File: src/sv/page_best_fit_allocator_macros.svh
// Assertion macros shared by the allocator RTL.
`ifndef PAGE_BEST_FIT_ALLOCATOR_MACROS_SVH
`define PAGE_BEST_FIT_ALLOCATOR_MACROS_SVH

// Same-cycle implication, sampled on the rising clock while out of reset.
`define PBFA_ASSERT_IMPL(lbl, ante, cons, msg) \
  lbl: assert property (@(posedge clk_i) disable iff (!rst_ni) (ante) |-> (cons)) \
    else $error(msg);

// Next-cycle implication, sampled on the rising clock while out of reset.
`define PBFA_ASSERT_NEXT(lbl, ante, cons, msg) \
  lbl: assert property (@(posedge clk_i) disable iff (!rst_ni) (ante) |=> (cons)) \
    else $error(msg);

`endif

File: src/sv/pbfa_pkg.sv
`timescale 1ns / 1ps

package pbfa_pkg;

  typedef enum logic {
    FUNC_ALLOC = 1'b0,
    FUNC_FREE  = 1'b1
  } func_e;

  typedef enum logic [1:0] {
    ST_DONE = 2'd0,
    ST_OOM  = 2'd1,
    ST_BAD  = 2'd2
  } status_e;

  typedef enum logic [3:0] {
    S_CLEAR,
    S_IDLE,
    S_WALK,
    S_A_DECIDE,
    S_A_SPLIT,
    S_F_SIZE,
    S_F_NEXT,
    S_F_COMMIT,
    S_F_NX,
    S_F_PREV,
    S_REPORT
  } state_e;

  localparam int unsigned ADDR_W  = 20;
  localparam int unsigned BYTES_W = 21;

endpackage

File: src/sv/pbfa_pages_ram.sv
`timescale 1ns / 1ps

module pbfa_pages_ram #(
  parameter int unsigned DEPTH = 256,
  parameter int unsigned AW    = 8,
  parameter int unsigned DW    = 9
) (
  input  logic          clk_i,
  input  logic          rd_en_i,
  input  logic [AW-1:0] rd_addr_i,
  output logic [DW-1:0] rd_data_o,
  input  logic          wr_en_i,
  input  logic [AW-1:0] wr_addr_i,
  input  logic [DW-1:0] wr_data_i
);

  logic [DW-1:0] mem [DEPTH];
  logic [DW-1:0] rd_data_q;

  always_ff @(posedge clk_i) begin
    if (wr_en_i) begin
      mem[wr_addr_i] <= wr_data_i;
    end
    if (rd_en_i) begin
      rd_data_q <= mem[rd_addr_i];
    end
  end

  assign rd_data_o = rd_data_q;

endmodule

File: src/sv/page_best_fit_allocator.sv
`timescale 1ns / 1ps

// Page-granular best-fit heap allocator with coalescing. Pulse start with busy low to hand
// in one item: func_i selects allocate or free. Exactly one result follows, shown for one
// cycle while done_o is high; the receiver cannot hold it off, so it must take it then.
// Every page has one entry in a synchronous RAM holding a chunk-start flag, a used flag and
// the chunk length. The heap is walked as a linked chain, one chunk per cycle, since the
// next chunk's address is the current one plus its length. After reset the block stays
// busy for a clearing pass that zeroes every entry. An allocate walks every chunk in the
// heap (at most POOL_PAGES chunks) and takes one more step when a chunk is split. A free
// walks every chunk that lies below the freed one, takes one more step when a chunk
// follows it below the break, and one more for each neighbor that it merges with. An
// oversize request or a free address that is misaligned or past the break finishes
// without a RAM read; a free of a page that is not a used chunk ends once its entry is
// read. The item is busy for that whole time and the next one is taken once busy falls,
// which is also the cycle in which done_o shows the previous result.

module page_best_fit_allocator
  import pbfa_pkg::*;
#(
  parameter int unsigned PAGE_BYTES   = 4096,
  parameter int unsigned HEADER_BYTES = 24,
  parameter int unsigned POOL_PAGES   = 256
) (
  input  logic                clk_i,
  input  logic                rst_ni,
  input  logic                start,
  output logic                busy,
  input  logic                func_i,
  input  logic [BYTES_W-1:0]  request_bytes_i,
  input  logic [ADDR_W-1:0]   free_address_i,
  output logic                done_o,
  output logic [ADDR_W-1:0]   result_address_o,
  output logic [1:0]          status_o
);

`include "page_best_fit_allocator_macros.svh"

  // Page index width and page count width (a count may equal the pool size).
  localparam int unsigned AW = (POOL_PAGES > 1) ? $clog2(POOL_PAGES) : 1;
  localparam int unsigned PW = $clog2(POOL_PAGES + 1);
  localparam int unsigned SW = PW + 1;
  // RAM entry: chunk-start flag, used flag, chunk length.
  localparam int unsigned DW = PW + 2;
  // Width of the rounded request sum.
  localparam int unsigned NW = BYTES_W + 1;
  localparam int unsigned XW = (AW + 17 > ADDR_W) ? AW + 17 : ADDR_W;
  localparam int unsigned PSH = $clog2(PAGE_BYTES);

  state_e state_q, state_d;

  logic [PW-1:0]         heap_end_q, heap_end_d;
  logic [AW-1:0]         clr_q, clr_d;

  logic                  func_q, func_d;
  logic [PW-1:0]         need_q, need_d;
  logic [AW-1:0]         fp_q, fp_d;
  logic [PW-1:0]         size_q, size_d;
  logic                  nm_q, nm_d;
  logic [AW-1:0]         nx_q, nx_d;
  logic [AW-1:0]         cur_q, cur_d;
  logic [PW-1:0]         lim_q, lim_d;
  logic [AW-1:0]         prev_q, prev_d;
  logic [PW-1:0]         prev_n_q, prev_n_d;
  logic                  prev_free_q, prev_free_d;
  logic                  have_prev_q, have_prev_d;
  logic                  found_q, found_d;
  logic [AW-1:0]         best_q, best_d;
  logic [PW-1:0]         best_n_q, best_n_d;
  logic                  split_q, split_d;
  logic [AW-1:0]         split_p_q, split_p_d;
  logic [PW-1:0]         split_n_q, split_n_d;
  logic                  drop_q, drop_d;
  logic [ADDR_W-1:0]     res_addr_q, res_addr_d;
  status_e               status_q, status_d;
  logic                  done_q, done_d;

  logic                  rd_en;
  logic [AW-1:0]         rd_addr;
  logic [DW-1:0]         rd_data;
  logic                  wr_en;
  logic [AW-1:0]         wr_addr;
  logic [DW-1:0]         wr_data;

  logic                  rd_start;
  logic                  rd_used;
  logic [PW-1:0]         rd_pages;

  logic                  accept;
  logic [NW-1:0]         need_sum;
  logic [NW-1:0]         need_full;
  logic                  need_oom;
  logic [ADDR_W-1:0]     free_off;
  logic [ADDR_W-1:0]     free_pg;
  logic                  free_bad;

  // Decision terms for the allocate commit.
  logic [AW-1:0]         alloc_page;
  logic [XW-1:0]         alloc_byte;
  logic [SW-1:0]         end_plus_need;
  logic [SW-1:0]         last_plus_need;
  logic [SW-1:0]         walk_next;
  logic [SW-1:0]         nx_sum;

  // Decision terms for the free commit.
  logic                  pm;
  logic [AW-1:0]         new_p;
  logic [PW-1:0]         new_sz;
  logic [SW-1:0]         new_end;

  assign accept = start && !busy;

  assign rd_start = rd_data[PW+1];
  assign rd_used  = rd_data[PW];
  assign rd_pages = rd_data[PW-1:0];

  // Pages needed: round the request plus its header up to whole pages.
  assign need_sum  = NW'(request_bytes_i) + NW'(HEADER_BYTES) + NW'(PAGE_BYTES - 1);
  assign need_full = need_sum >> PSH;
  assign need_oom  = need_full > NW'(POOL_PAGES);

  // A free must name a page-aligned spot below the break; whether a used chunk starts
  // there is read from the RAM in the next cycle.
  assign free_off = free_address_i - ADDR_W'(HEADER_BYTES);
  assign free_pg  = free_off >> PSH;
  always_comb begin
    free_bad = 1'b0;
    if (free_address_i < ADDR_W'(HEADER_BYTES)) begin
      free_bad = 1'b1;
    end else if ((free_off & ADDR_W'(PAGE_BYTES - 1)) != '0) begin
      free_bad = 1'b1;
    end else if (free_pg >= ADDR_W'(heap_end_q)) begin
      free_bad = 1'b1;
    end
  end

  assign walk_next      = SW'(cur_q) + SW'(rd_pages);
  assign nx_sum         = SW'(fp_q) + SW'(rd_pages);
  assign end_plus_need  = SW'(heap_end_q) + SW'(need_q);
  assign last_plus_need = SW'(prev_q) + SW'(need_q);
  assign alloc_byte     = XW'(alloc_page) * XW'(PAGE_BYTES) + XW'(HEADER_BYTES);

  // Merge with the previous chunk when it exists and is free.
  assign pm      = have_prev_q && prev_free_q;
  assign new_p   = pm ? prev_q : fp_q;
  assign new_sz  = pm ? PW'(SW'(prev_n_q) + SW'(size_q)) : size_q;
  assign new_end = SW'(new_p) + SW'(new_sz);

  // Chosen page for an allocate; the empty heap starts at page zero.
  always_comb begin
    if (heap_end_q == '0) begin
      alloc_page = '0;
    end else if (found_q) begin
      alloc_page = best_q;
    end else if (!prev_free_q) begin
      alloc_page = heap_end_q[AW-1:0];
    end else begin
      alloc_page = prev_q;
    end
  end

  // Next state.
  always_comb begin
    state_d = state_q;
    case (state_q)
      S_CLEAR: begin
        if (clr_q == AW'(POOL_PAGES - 1)) begin
          state_d = S_IDLE;
        end
      end
      S_IDLE: begin
        if (accept) begin
          if (func_i == FUNC_FREE) begin
            state_d = free_bad ? S_REPORT : S_F_SIZE;
          end else if (need_oom) begin
            state_d = S_REPORT;
          end else begin
            state_d = (heap_end_q == '0) ? S_A_DECIDE : S_WALK;
          end
        end
      end
      S_WALK: begin
        if (walk_next >= SW'(lim_q)) begin
          state_d = (func_q == FUNC_FREE) ? S_F_COMMIT : S_A_DECIDE;
        end
      end
      S_F_SIZE: begin
        if (!rd_start || !rd_used) begin
          state_d = S_REPORT;
        end else if (nx_sum < SW'(heap_end_q)) begin
          state_d = S_F_NEXT;
        end else begin
          state_d = (fp_q == '0) ? S_F_COMMIT : S_WALK;
        end
      end
      S_F_NEXT: begin
        state_d = (fp_q == '0) ? S_F_COMMIT : S_WALK;
      end
      S_A_DECIDE: begin
        state_d = S_REPORT;
        if (heap_end_q != '0) begin
          if (found_q) begin
            if (best_n_q > need_q) begin
              state_d = S_A_SPLIT;
            end
          end else if (prev_free_q && prev_n_q > need_q) begin
            state_d = S_A_SPLIT;
          end
        end
      end
      S_A_SPLIT:  state_d = S_REPORT;
      S_F_COMMIT: begin
        if (nm_q) begin
          state_d = S_F_NX;
        end else if (pm) begin
          state_d = S_F_PREV;
        end else begin
          state_d = S_REPORT;
        end
      end
      S_F_NX:     state_d = pm ? S_F_PREV : S_REPORT;
      S_F_PREV:   state_d = S_REPORT;
      S_REPORT:   state_d = S_IDLE;
      default:    state_d = S_IDLE;
    endcase
  end

  // Datapath and memory ports.
  always_comb begin
    heap_end_d  = heap_end_q;
    clr_d       = clr_q;
    func_d      = func_q;
    need_d      = need_q;
    fp_d        = fp_q;
    size_d      = size_q;
    nm_d        = nm_q;
    nx_d        = nx_q;
    cur_d       = cur_q;
    lim_d       = lim_q;
    prev_d      = prev_q;
    prev_n_d    = prev_n_q;
    prev_free_d = prev_free_q;
    have_prev_d = have_prev_q;
    found_d     = found_q;
    best_d      = best_q;
    best_n_d    = best_n_q;
    split_d     = split_q;
    split_p_d   = split_p_q;
    split_n_d   = split_n_q;
    drop_d      = drop_q;
    res_addr_d  = res_addr_q;
    status_d    = status_q;
    done_d      = 1'b0;
    rd_en       = 1'b0;
    rd_addr     = '0;
    wr_en       = 1'b0;
    wr_addr     = '0;
    wr_data     = '0;

    case (state_q)
      // Zero every entry once after reset, so no page reads as a chunk start.
      S_CLEAR: begin
        wr_en   = 1'b1;
        wr_addr = clr_q;
        clr_d   = clr_q + 1'b1;
      end

      S_IDLE: begin
        if (accept) begin
          func_d      = func_i;
          res_addr_d  = '0;
          status_d    = ST_DONE;
          have_prev_d = 1'b0;
          found_d     = 1'b0;
          nm_d        = 1'b0;
          cur_d       = '0;
          if (func_i == FUNC_FREE) begin
            if (free_bad) begin
              status_d = ST_BAD;
            end else begin
              fp_d    = free_pg[AW-1:0];
              lim_d   = PW'(free_pg[AW-1:0]);
              rd_en   = 1'b1;
              rd_addr = free_pg[AW-1:0];
            end
          end else if (need_oom) begin
            status_d = ST_OOM;
          end else begin
            need_d = PW'(need_full);
            lim_d  = heap_end_q;
            if (heap_end_q != '0) begin
              rd_en   = 1'b1;
              rd_addr = '0;
            end
          end
        end
      end

      // One chunk per cycle: the length just read gives the next chunk's start.
      S_WALK: begin
        // The chunk seen before this one is known not to be the last.
        if (func_q == FUNC_ALLOC && have_prev_q && prev_free_q && prev_n_q >= need_q
            && (!found_q || prev_n_q < best_n_q)) begin
          found_d  = 1'b1;
          best_d   = prev_q;
          best_n_d = prev_n_q;
        end
        prev_d      = cur_q;
        prev_n_d    = rd_pages;
        prev_free_d = !rd_used;
        have_prev_d = 1'b1;
        if (walk_next < SW'(lim_q)) begin
          cur_d   = walk_next[AW-1:0];
          rd_en   = 1'b1;
          rd_addr = walk_next[AW-1:0];
        end
      end

      // The freed page must start a used chunk; then look at the chunk after it.
      S_F_SIZE: begin
        if (!rd_start || !rd_used) begin
          status_d = ST_BAD;
        end else begin
          size_d = rd_pages;
          nx_d   = nx_sum[AW-1:0];
          if (nx_sum < SW'(heap_end_q)) begin
            rd_en   = 1'b1;
            rd_addr = nx_sum[AW-1:0];
          end else if (fp_q != '0) begin
            rd_en   = 1'b1;
            rd_addr = '0;
          end
        end
      end

      S_F_NEXT: begin
        if (rd_start && !rd_used) begin
          nm_d   = 1'b1;
          size_d = PW'(SW'(size_q) + SW'(rd_pages));
        end
        if (fp_q != '0) begin
          rd_en   = 1'b1;
          rd_addr = '0;
        end
      end

      S_A_DECIDE: begin
        split_d = 1'b0;
        if (heap_end_q == '0) begin
          heap_end_d = need_q;
        end else if (found_q) begin
          if (best_n_q > need_q) begin
            split_d   = 1'b1;
            split_p_d = AW'(SW'(best_q) + SW'(need_q));
            split_n_d = best_n_q - need_q;
          end
        end else if (!prev_free_q) begin
          if (end_plus_need > SW'(POOL_PAGES)) begin
            status_d = ST_OOM;
          end else begin
            heap_end_d = PW'(end_plus_need);
          end
        end else if (prev_n_q < need_q) begin
          if (last_plus_need > SW'(POOL_PAGES)) begin
            status_d = ST_OOM;
          end else begin
            heap_end_d = PW'(last_plus_need);
          end
        end else if (prev_n_q > need_q) begin
          split_d   = 1'b1;
          split_p_d = AW'(last_plus_need);
          split_n_d = prev_n_q - need_q;
        end

        // The out-of-memory cases above leave the heap untouched.
        if (!((heap_end_q != '0) && !found_q
              && ((!prev_free_q && end_plus_need > SW'(POOL_PAGES))
                  || (prev_free_q && prev_n_q < need_q
                      && last_plus_need > SW'(POOL_PAGES))))) begin
          wr_en      = 1'b1;
          wr_addr    = alloc_page;
          wr_data    = {1'b1, 1'b1, need_q};
          res_addr_d = alloc_byte[ADDR_W-1:0];
        end
      end

      S_A_SPLIT: begin
        wr_en   = 1'b1;
        wr_addr = split_p_q;
        wr_data = {1'b1, 1'b0, split_n_q};
      end

      // The freed chunk keeps its start only when it neither joins the previous chunk nor
      // reaches the break. A free chunk that reaches the break is dropped.
      S_F_COMMIT: begin
        drop_d  = (new_end >= SW'(heap_end_q));
        wr_en   = 1'b1;
        wr_addr = fp_q;
        wr_data = {!(pm || new_end >= SW'(heap_end_q)), 1'b0, size_q};
        if (new_end >= SW'(heap_end_q)) begin
          heap_end_d = PW'(new_p);
        end
      end

      // The following chunk was merged in and no longer starts a chunk.
      S_F_NX: begin
        wr_en   = 1'b1;
        wr_addr = nx_q;
        wr_data = '0;
      end

      S_F_PREV: begin
        wr_en   = 1'b1;
        wr_addr = prev_q;
        wr_data = {!drop_q, 1'b0, new_sz};
      end

      S_REPORT: begin
        done_d = 1'b1;
      end

      default: begin
      end
    endcase
  end

  always_ff @(posedge clk_i or negedge rst_ni) begin
    if (!rst_ni) begin
      state_q    <= S_CLEAR;
      heap_end_q <= '0;
      clr_q      <= '0;
      done_q     <= 1'b0;
    end else begin
      state_q    <= state_d;
      heap_end_q <= heap_end_d;
      clr_q      <= clr_d;
      done_q     <= done_d;
    end
  end

  always_ff @(posedge clk_i) begin
    func_q      <= func_d;
    need_q      <= need_d;
    fp_q        <= fp_d;
    size_q      <= size_d;
    nm_q        <= nm_d;
    nx_q        <= nx_d;
    cur_q       <= cur_d;
    lim_q       <= lim_d;
    prev_q      <= prev_d;
    prev_n_q    <= prev_n_d;
    prev_free_q <= prev_free_d;
    have_prev_q <= have_prev_d;
    found_q     <= found_d;
    best_q      <= best_d;
    best_n_q    <= best_n_d;
    split_q     <= split_d;
    split_p_q   <= split_p_d;
    split_n_q   <= split_n_d;
    drop_q      <= drop_d;
    res_addr_q  <= res_addr_d;
    status_q    <= status_d;
  end

  pbfa_pages_ram #(
    .DEPTH (POOL_PAGES),
    .AW    (AW),
    .DW    (DW)
  ) u_pages_ram (
    .clk_i     (clk_i),
    .rd_en_i   (rd_en),
    .rd_addr_i (rd_addr),
    .rd_data_o (rd_data),
    .wr_en_i   (wr_en),
    .wr_addr_i (wr_addr),
    .wr_data_i (wr_data)
  );

  assign busy             = (state_q != S_IDLE);
  assign done_o           = done_q;
  assign result_address_o = res_addr_q;
  assign status_o         = status_q;

  // A split is only queued when a chunk was handed out successfully.
  `PBFA_ASSERT_IMPL(a_split_ok, state_q == S_A_SPLIT, status_q == ST_DONE && split_q, "split without a successful allocate")
  // Failed requests never report an address.
  `PBFA_ASSERT_IMPL(a_fail_zero, done_o && status_o != ST_DONE, result_address_o == '0, "address reported on a failed request")
  // The break never passes the pool.
  `PBFA_ASSERT_IMPL(a_break_range, 1'b1, heap_end_q <= PW'(POOL_PAGES), "break beyond the pool")
  // An accepted item always makes the block busy in the next cycle.
  `PBFA_ASSERT_NEXT(a_accept_busy, accept, busy && !done_o, "accepted item did not start")

endmodule

File: config.mk
export PLATFORM = sky130hd
export DESIGN_NAME = page_best_fit_allocator
export DESIGN_NICKNAME = d
export VERILOG_FILES = /design/src/sv/pbfa_pkg.sv /design/src/sv/pbfa_pages_ram.sv /design/src/sv/page_best_fit_allocator.sv
export VERILOG_INCLUDE_DIRS = /design/src /design/src/sv
export SDC_FILE = /design/constraint.sdc
export NUM_CORES = 2
export LEC_CHECK = 0
export BUFFER_PORTS_ARGS = -buffer_cell sky130_fd_sc_hd__buf_2
export CAP_MARGIN = 20
export CORE_UTILIZATION = 40
export CTS_CLUSTER_SIZE = 16
export DETAILED_ROUTE_END_ITERATION = 10
export GPL_ROUTABILITY_DRIVEN = 0
export PLACE_DENSITY_LB_ADDON = 0.08
export REMOVE_ABC_BUFFERS = 1
export SYNTH_ARGS = -nofsm -noshare
export SYNTH_HDL_FRONTEND = slang
export SYNTH_SLANG_ARGS = --single-unit
export TNS_END_PERCENT = 50
File: constraint.sdc
create_clock -name clk_i -period 32.1 [get_ports clk_i]
set_clock_uncertainty 0.15 [all_clocks]
set_input_delay 6.42 -clock clk_i [delete_from_list [all_inputs] [get_ports clk_i]]
set_output_delay 6.42 -clock clk_i [all_outputs]
set_load 0.03 [all_outputs]
# After elaboration in Yosys (flattened, before gate mapping)
# Memory sizes are Yosys's and may differ from the RTL's. A register that Yosys moved wholly into a read port is not among the register bits.
# Cells that the tools add are included.
# W data, S select, Z words.
# word_totals
elab_cells,251
inputBits,45
reg_bits,152
ramBits,2816
output_inout_bits,24
n_memories,1
# classes
addsub,15
reduce_logical,56
mux,100
eq_ne,35
order_cmp,14
bitwise,6
# memory_table
name,words,width,read_ports,rd_ports_with_merged_regs,wr,line_no,rtl
u_pages_ram.mem,256,11,1,1,1,pbfa_pages_ram.sv:17,logic [DW-1:0] mem [DEPTH];
# op_table
cell,count
$mux W9,18
$mux W8,18
$pmux W8 S6,1
$mux W4,11
$pmux W11 S4,1
$add A8 B9 Y10,4
$mux W20,2
$pmux W20 S2,1
$pmux W4 S9,1
$pmux W9 S2,2
$gt A10 B9 Y1 const B,3
$ne A2 B2 Y1 const B,15
$mux W2,12
$pmux W8 S3,1
$add A21 B5 Y22 const B,1
$add A22 B12 Y22 const B,1
$mux W1,21
$add A20 B5 Y20 const B,1
$ge A10 B9 Y1,2
$lt A10 B9 Y1,2
$lt A20 B5 Y1 const B,1
$reduce_bool A20 Y1,1
$sub A20 B5 Y20 const B,1
$add A9 B9 Y9,2
41 further kinds,103

# Depth between registers and ports, before layout
# logic_depth
word_depth,9
mapped_depth,28
depth_no_buf,24

# Modules after synthesis
# From an unflattened synthesis, not the netlist that was laid out.
# hier_totals
cells_unflattened,6200
area_unflattened_um2,120354.2
# modules_own_cells
mod,cells_each,instances,area_each_um2,seq_area_each_um2
pbfa_pages_ram,4999,1,108823.1,84891.4
page_best_fit_allocator,1201,1,11531.1,4124.0

# Least setup slack after synthesis
# OpenSTA, ideal clock, no wires.
# synth_path
path_type,register -> register
startpoint,register need_q[1]
endpoint,memory u_pages_ram.mem[0][1] (netlist name) (data pin)
synth_period_minus_slack_ps,15406
required_ps,29761
setup_ps,2189
path_slack_ps,16694
path_stages_with_launch,15
t_arrival_ps,13066
n_path_buf,2
path_cell_list,edfxtp_1 ha_1 a21o_1 a21oi_1 o21ai_1 a2111oi_0 o21bai_1 a221oi_1 a211oi_1 o21ai_1 or2_1 clkbuf_1 buf_2 nand2_1 o21ai_0
# synth_via
elab_chain_len,7
elab_cells_between_ends,12
classes_between,add/sub (2); order compare (3); mux (2); reduce/logical (5)
# synth_rtl
element,line_no,rtl
from (decl),page_best_fit_allocator.sv:56,"logic [PW-1:0] need_q, need_d;"
from (signal assigned),page_best_fit_allocator.sv:443,need_q <= need_d;
$add A9 B9 Y10 (tied with other cells),page_best_fit_allocator.sv:139,assign end_plus_need = SW'(heap_end_q) + SW'(need_q);
$gt A10 B9 Y1 (tied with other cells),page_best_fit_allocator.sv:377,&& ((!prev_free_q && end_plus_need > SW'(POOL_PAGES))
"$logic_and A1 B1 Y1, on equally long branches","page_best_fit_allocator.sv:377, page_best_fit_allocator.sv:379",
$logic_or A1 B1 Y1,page_best_fit_allocator.sv:378,|| (prev_free_q && prev_n_q < need_q
$logic_and A1 B1 Y1,page_best_fit_allocator.sv:377,
$mux W11 *,page_best_fit_allocator.sv:376,if (!((heap_end_q != '0) && !found_q
$pmux W11 S4 *,page_best_fit_allocator.sv:260,case (state_q)
named net u_pages_ram.wr_data_i[1],pbfa_pages_ram.sv:14,input logic [DW-1:0] wr_data_i
to (decl),pbfa_pages_ram.sv:17,
# The timed path passes the listed nets; every way through them passes the cells marked *.

# Final worst setup path
# layout_path
startpoint,input free_address_i[8]
endpoint,"register u_pages_ram.rd_data_q[5], in the netlist u_pages_ram.rd_data_o[5] (read register of u_pages_ram.mem) (data pin)"
# layout_via
elab_chain_len,9
elab_cells_between_ends,15
classes_between,add/sub (1); order compare (2); mux (11); reduce/logical (1)
# layout_rtl
element,line_no,rtl
from (decl),page_best_fit_allocator.sv:31,"input logic [ADDR_W-1:0] free_address_i,"
$sub A20 B5 Y20 *,page_best_fit_allocator.sv:124,assign free_off = free_address_i - ADDR_W'(HEADER_BYTES);
named net free_off[17],page_best_fit_allocator.sv:93,logic [ADDR_W-1:0] free_off;
$ge A8 B9 Y1,page_best_fit_allocator.sv:132,end else if (free_pg >= ADDR_W'(heap_end_q)) begin
$mux W1,page_best_fit_allocator.sv:132,
$mux W1,page_best_fit_allocator.sv:130,end else if ((free_off & ADDR_W'(PAGE_BYTES - 1)) != '0) begin
$mux W1,page_best_fit_allocator.sv:128,if (free_address_i < ADDR_W'(HEADER_BYTES)) begin
$mux W1 or $mux W8 (tied branches),page_best_fit_allocator.sv:278,if (free_bad) begin
$mux W1 or $mux W8 (tied branches),page_best_fit_allocator.sv:277,if (func_i == FUNC_FREE) begin
$mux W1 or $mux W8 (tied branches),page_best_fit_allocator.sv:269,if (accept) begin
$pmux W1 S4 or $pmux W8 S3 (tied branches),page_best_fit_allocator.sv:260,
to (decl),pbfa_pages_ram.sv:18,logic [DW-1:0] rd_data_q;
# Marked as above.
# A chain may end at the register's enable or synchronous reset.

==> reports/summary.txt <==
Outcome: completed
Die H: 558 um
Vias/cell: 5.75
Critical path class: input pin to flip-flop
CTS sink cnt: 2968
Number of core rows: 203
Highest net fanout along the worst path: 125
Crit path capture type: flip-flop
Most Frequent Cell on Critical Path: buf_4
TritonCTS clock tree: done
Fin nets: 10265
Port bufs: 58
TritonRoute pass-1 iters: 8
Vias in the first global route: 78176
P_int: 8020 uW
Switching Share: 0.389
Comb power frac: 0.338
Cells on worst reg2reg path: 27
Finished Cell Area: 141000 um^2
Die ar.: 312000 um^2
Maxcap violations: 0
Hold path depth: 0
Power density cells: 93.1 nW/um^2
Worst slew pin tran: 1330 ps
Setup violators final: 0
Number of synthesis warnings: 0
Initial antenna violation count: 24
Area occupied by registers: 89000 um^2
CTS Root Cell: clkbuf_16
TritonCTS Buffers: 332
Avg Cell Area, Syn: 12.5 um^2
Slowest CP cell: a31oi_1
Max Clk Rate: 0.0685 GHz
Depth of the CTS H-tree: 5
CP startpoint kind: input pin
FF-to-FF setup slack: 22010 ps
Share of layout cells above drive strength 1: 0.100
Fin. max-slew vios: 0
Via count: 83095
Gr usage total: 0.264
Worst hold path type: flip-flop to flip-flop
Final wirelength: 419 mm
Area of the multi-input gates: 31900 um^2
Reg power frac: 0.378
Crit path largest cell delay: 1020 ps
Worst path required time: 32660 ps
Detail Route Antenna Nets: 0
Initial DRC Count: 9656
Sw power: 5100 uW
CTS resizes: 0
Arrival time at the worst endpoint: 15160 ps
Critical Path, Cell by Cell: buf_2 > nor4_2 > nand4b_1 > o41ai_1 > nand2_1 > ha_1 > and4b_1 > a221o_1 > or4_1 > nor4_2 > a211oi_4 > buf_4 > buf_4 > buf_4 > buf_12 > buf_4 > nand2_1 > nand3_1 > nand3_1 > a31oi_1 > nor3b_1 > nor4_1
Most used DFF post-synth: edfxtp_1
Post-Syn Area: 124000 um^2
WL/cell: 29.0 um
Reg clk slew, reported paths: 60 ps
RSZ-0062 raised after global routing: no
Postcts setup bufs: 0
Register area share after synthesis: 0.719
#FFs+latches synth: 2968
Residual overflow from global routing: 0
First-pass GRT wire length: 594 mm
Filler cells: 27852
Drt drc: 0
Hold Vio Cnt, Final: 0
Final Hold Slack: 323 ps
Detailed placement HPWL: 251 mm
Area after DPL: 130000 um^2
Skew-Pair Late Insertion Delay: 940 ps
Mapped Cells: 9896
CORE AREA: 307000 um^2
I/O pin cnt: 69
Design Power: 13100 uW
Starting Density: 0.404
Synth-to-layout area growth: 13.8%
Tcrit/Tclk final: 0.455
Slew margin rel.: 0.115
Clock power share: 0.284
Max clock buf depth: 4
Lkg Pwr: 0.0489 uW
Peak VDD IR: 0.101 mV
Synth cell types: 93
Post-CTS Hold Buffers: 0
Largest net degree at the start of global routing: 177
Chip width: 558 um
Share of flip-flops with an asynchronous set or reset: 0.00741
Fin crit period: 14600 ps
Number of enable flip-flop cells after synthesis: 2946
-- cells in the mapped netlist (60+ instances only) --
master | count | area share
edfxtp_1 | 2946 | 0.71
mux2i_1 | 107 | 0.0086
nand4_1 | 60 | 0.0030
inv_1 | 108 | 0.0033
nor2_1 | 379 | 0.011
and3_1 | 105 | 0.0053
o21ai_0 | 93 | 0.0038
a21oi_1 | 259 | 0.010
buf_4 | 68 | 0.0041
buf_2 | 245 | 0.0099
ha_1 | 126 | 0.013
nand3_1 | 1521 | 0.061
nand2_1 | 2664 | 0.081
a31oi_1 | 130 | 0.0066
clkbuf_1 | 266 | 0.0081
-- final cells by class --
cell class / instances / share of cell area
timing repair buffer: 472 / 0.0273
antenna: 4 / 0.0000711
sequential: 2968 / 0.632
clock inverter: 190 / 0.0127
multi-input combinational: 6201 / 0.227
clock buffer: 407 / 0.0619
inverter: 109 / 0.00296
tap: 4100 / 0.0364
-- metal layers --
| layer | up-vias | GRT usage | routed length, um |
|---|---|---|---|
| li1 | 36636 | - | - |
| met1 | 42635 | 0.390 | 188000 |
| met2 | 3255 | 0.408 | 189000 |
| met3 | 561 | 0.0335 | 29400 |
| met4 | 8 | 0.0776 | 12600 |
| met5 | - | 0 | 54 |
-- layout by cell type, fill, tap and decap left out, types with 49 or more instances in the layout --
master,synthesis,final
a21oi_1,259,258
clkinv_1,1,83
clkbuf_1,266,69
nand2_1,2664,2659
buf_4,68,335
clkbuf_16,0,338
mux2i_1,107,107
nor2_1,379,349
inv_1,108,107
a31oi_1,130,130
a21o_1,50,50
and3_1,105,105
buf_6,10,52
xnor2_1,52,52
a22oi_1,57,57
edfxtp_1,2946,2946
nand3_1,1521,1511
ha_1,126,126
nand4_1,60,60
o21ai_0,93,86
buf_2,245,63
clkinv_2,0,49
-- flip-flops by register name (all words and copies together) (netlist names), 2 cells and up --
signal	flops
lim_q	9
prev_n_q	9
u_pages_ram.rd_data_o	11
prev_q	8
heap_end_q	9
best_n_q	9
fp_q	8
split_p_q	8
split_n_q	9
best_q	8
nx_q	8
state_q	4
need_q	9
status_o	2
size_q	9
u_pages_ram.mem	2816
result_address_o	9
clr_q	8
cur_q	8
-- worst max-delay path, delay by kind of cell --
family	cells	cell delay [ps]
AND/OR/NAND/NOR	11	2930
buffers and inverters	6	3260
adder cells (fa/ha/maj)	1	330
AO/OA/AOI/OAI	4	1940
-- power by group through the flow --
stage / sequential, uW / combinational (uW) / clock [uW]
after floorplan: 5230 / 4070 / 0
after global placement: 5030 / 4340 / 0
after detailed placement: 5040 / 4400 / 0
after CTS: 4960 / 4420 / 3780
after global routing: 4970 / 4720 / 3920
final: 4960 / 4430 / 3730
-- per-stage QoR --
stage	TNS (ps)	util	cells	setup WS [ps]
5_1_grt	0	0.459	14449	17210
4_1_cts	0	0.457	14389	17750
2_1_floorplan	-123040	-	9278	-11560
3_3_place_gp	0	0.421	13717	15520
6_report	0	0.459	14451	17500
3_5_place_dp	0	0.423	13792	16810
-- cells by family after synthesis --
kind of cell             share of synthesized area
AO/OA/AOI/OAI                               0.0501
multiplexers                               0.00992
flip-flops                                   0.719
XOR/XNOR                                   0.00587
adder cells (fa/ha/maj)                     0.0143
other                                    0.0000303
AND/OR/NAND/NOR                              0.173
buffers and inverters                       0.0275
-- final timing paths --
check / startpoint / endpoint
setup / recovery: free_address_i[8] / u_pages_ram.rd_data_o[5]
max in group asynchronous: rst_ni / done_o
min in group asynchronous: rst_ni / state_q[3]
setup reg to reg: u_pages_ram.rd_data_o[0] / u_pages_ram.rd_data_o[5]
hold reg to reg: cur_q[0] / prev_q[0]
hold / removal: cur_q[0] / prev_q[0]
(Power assumes the default switching activity.)
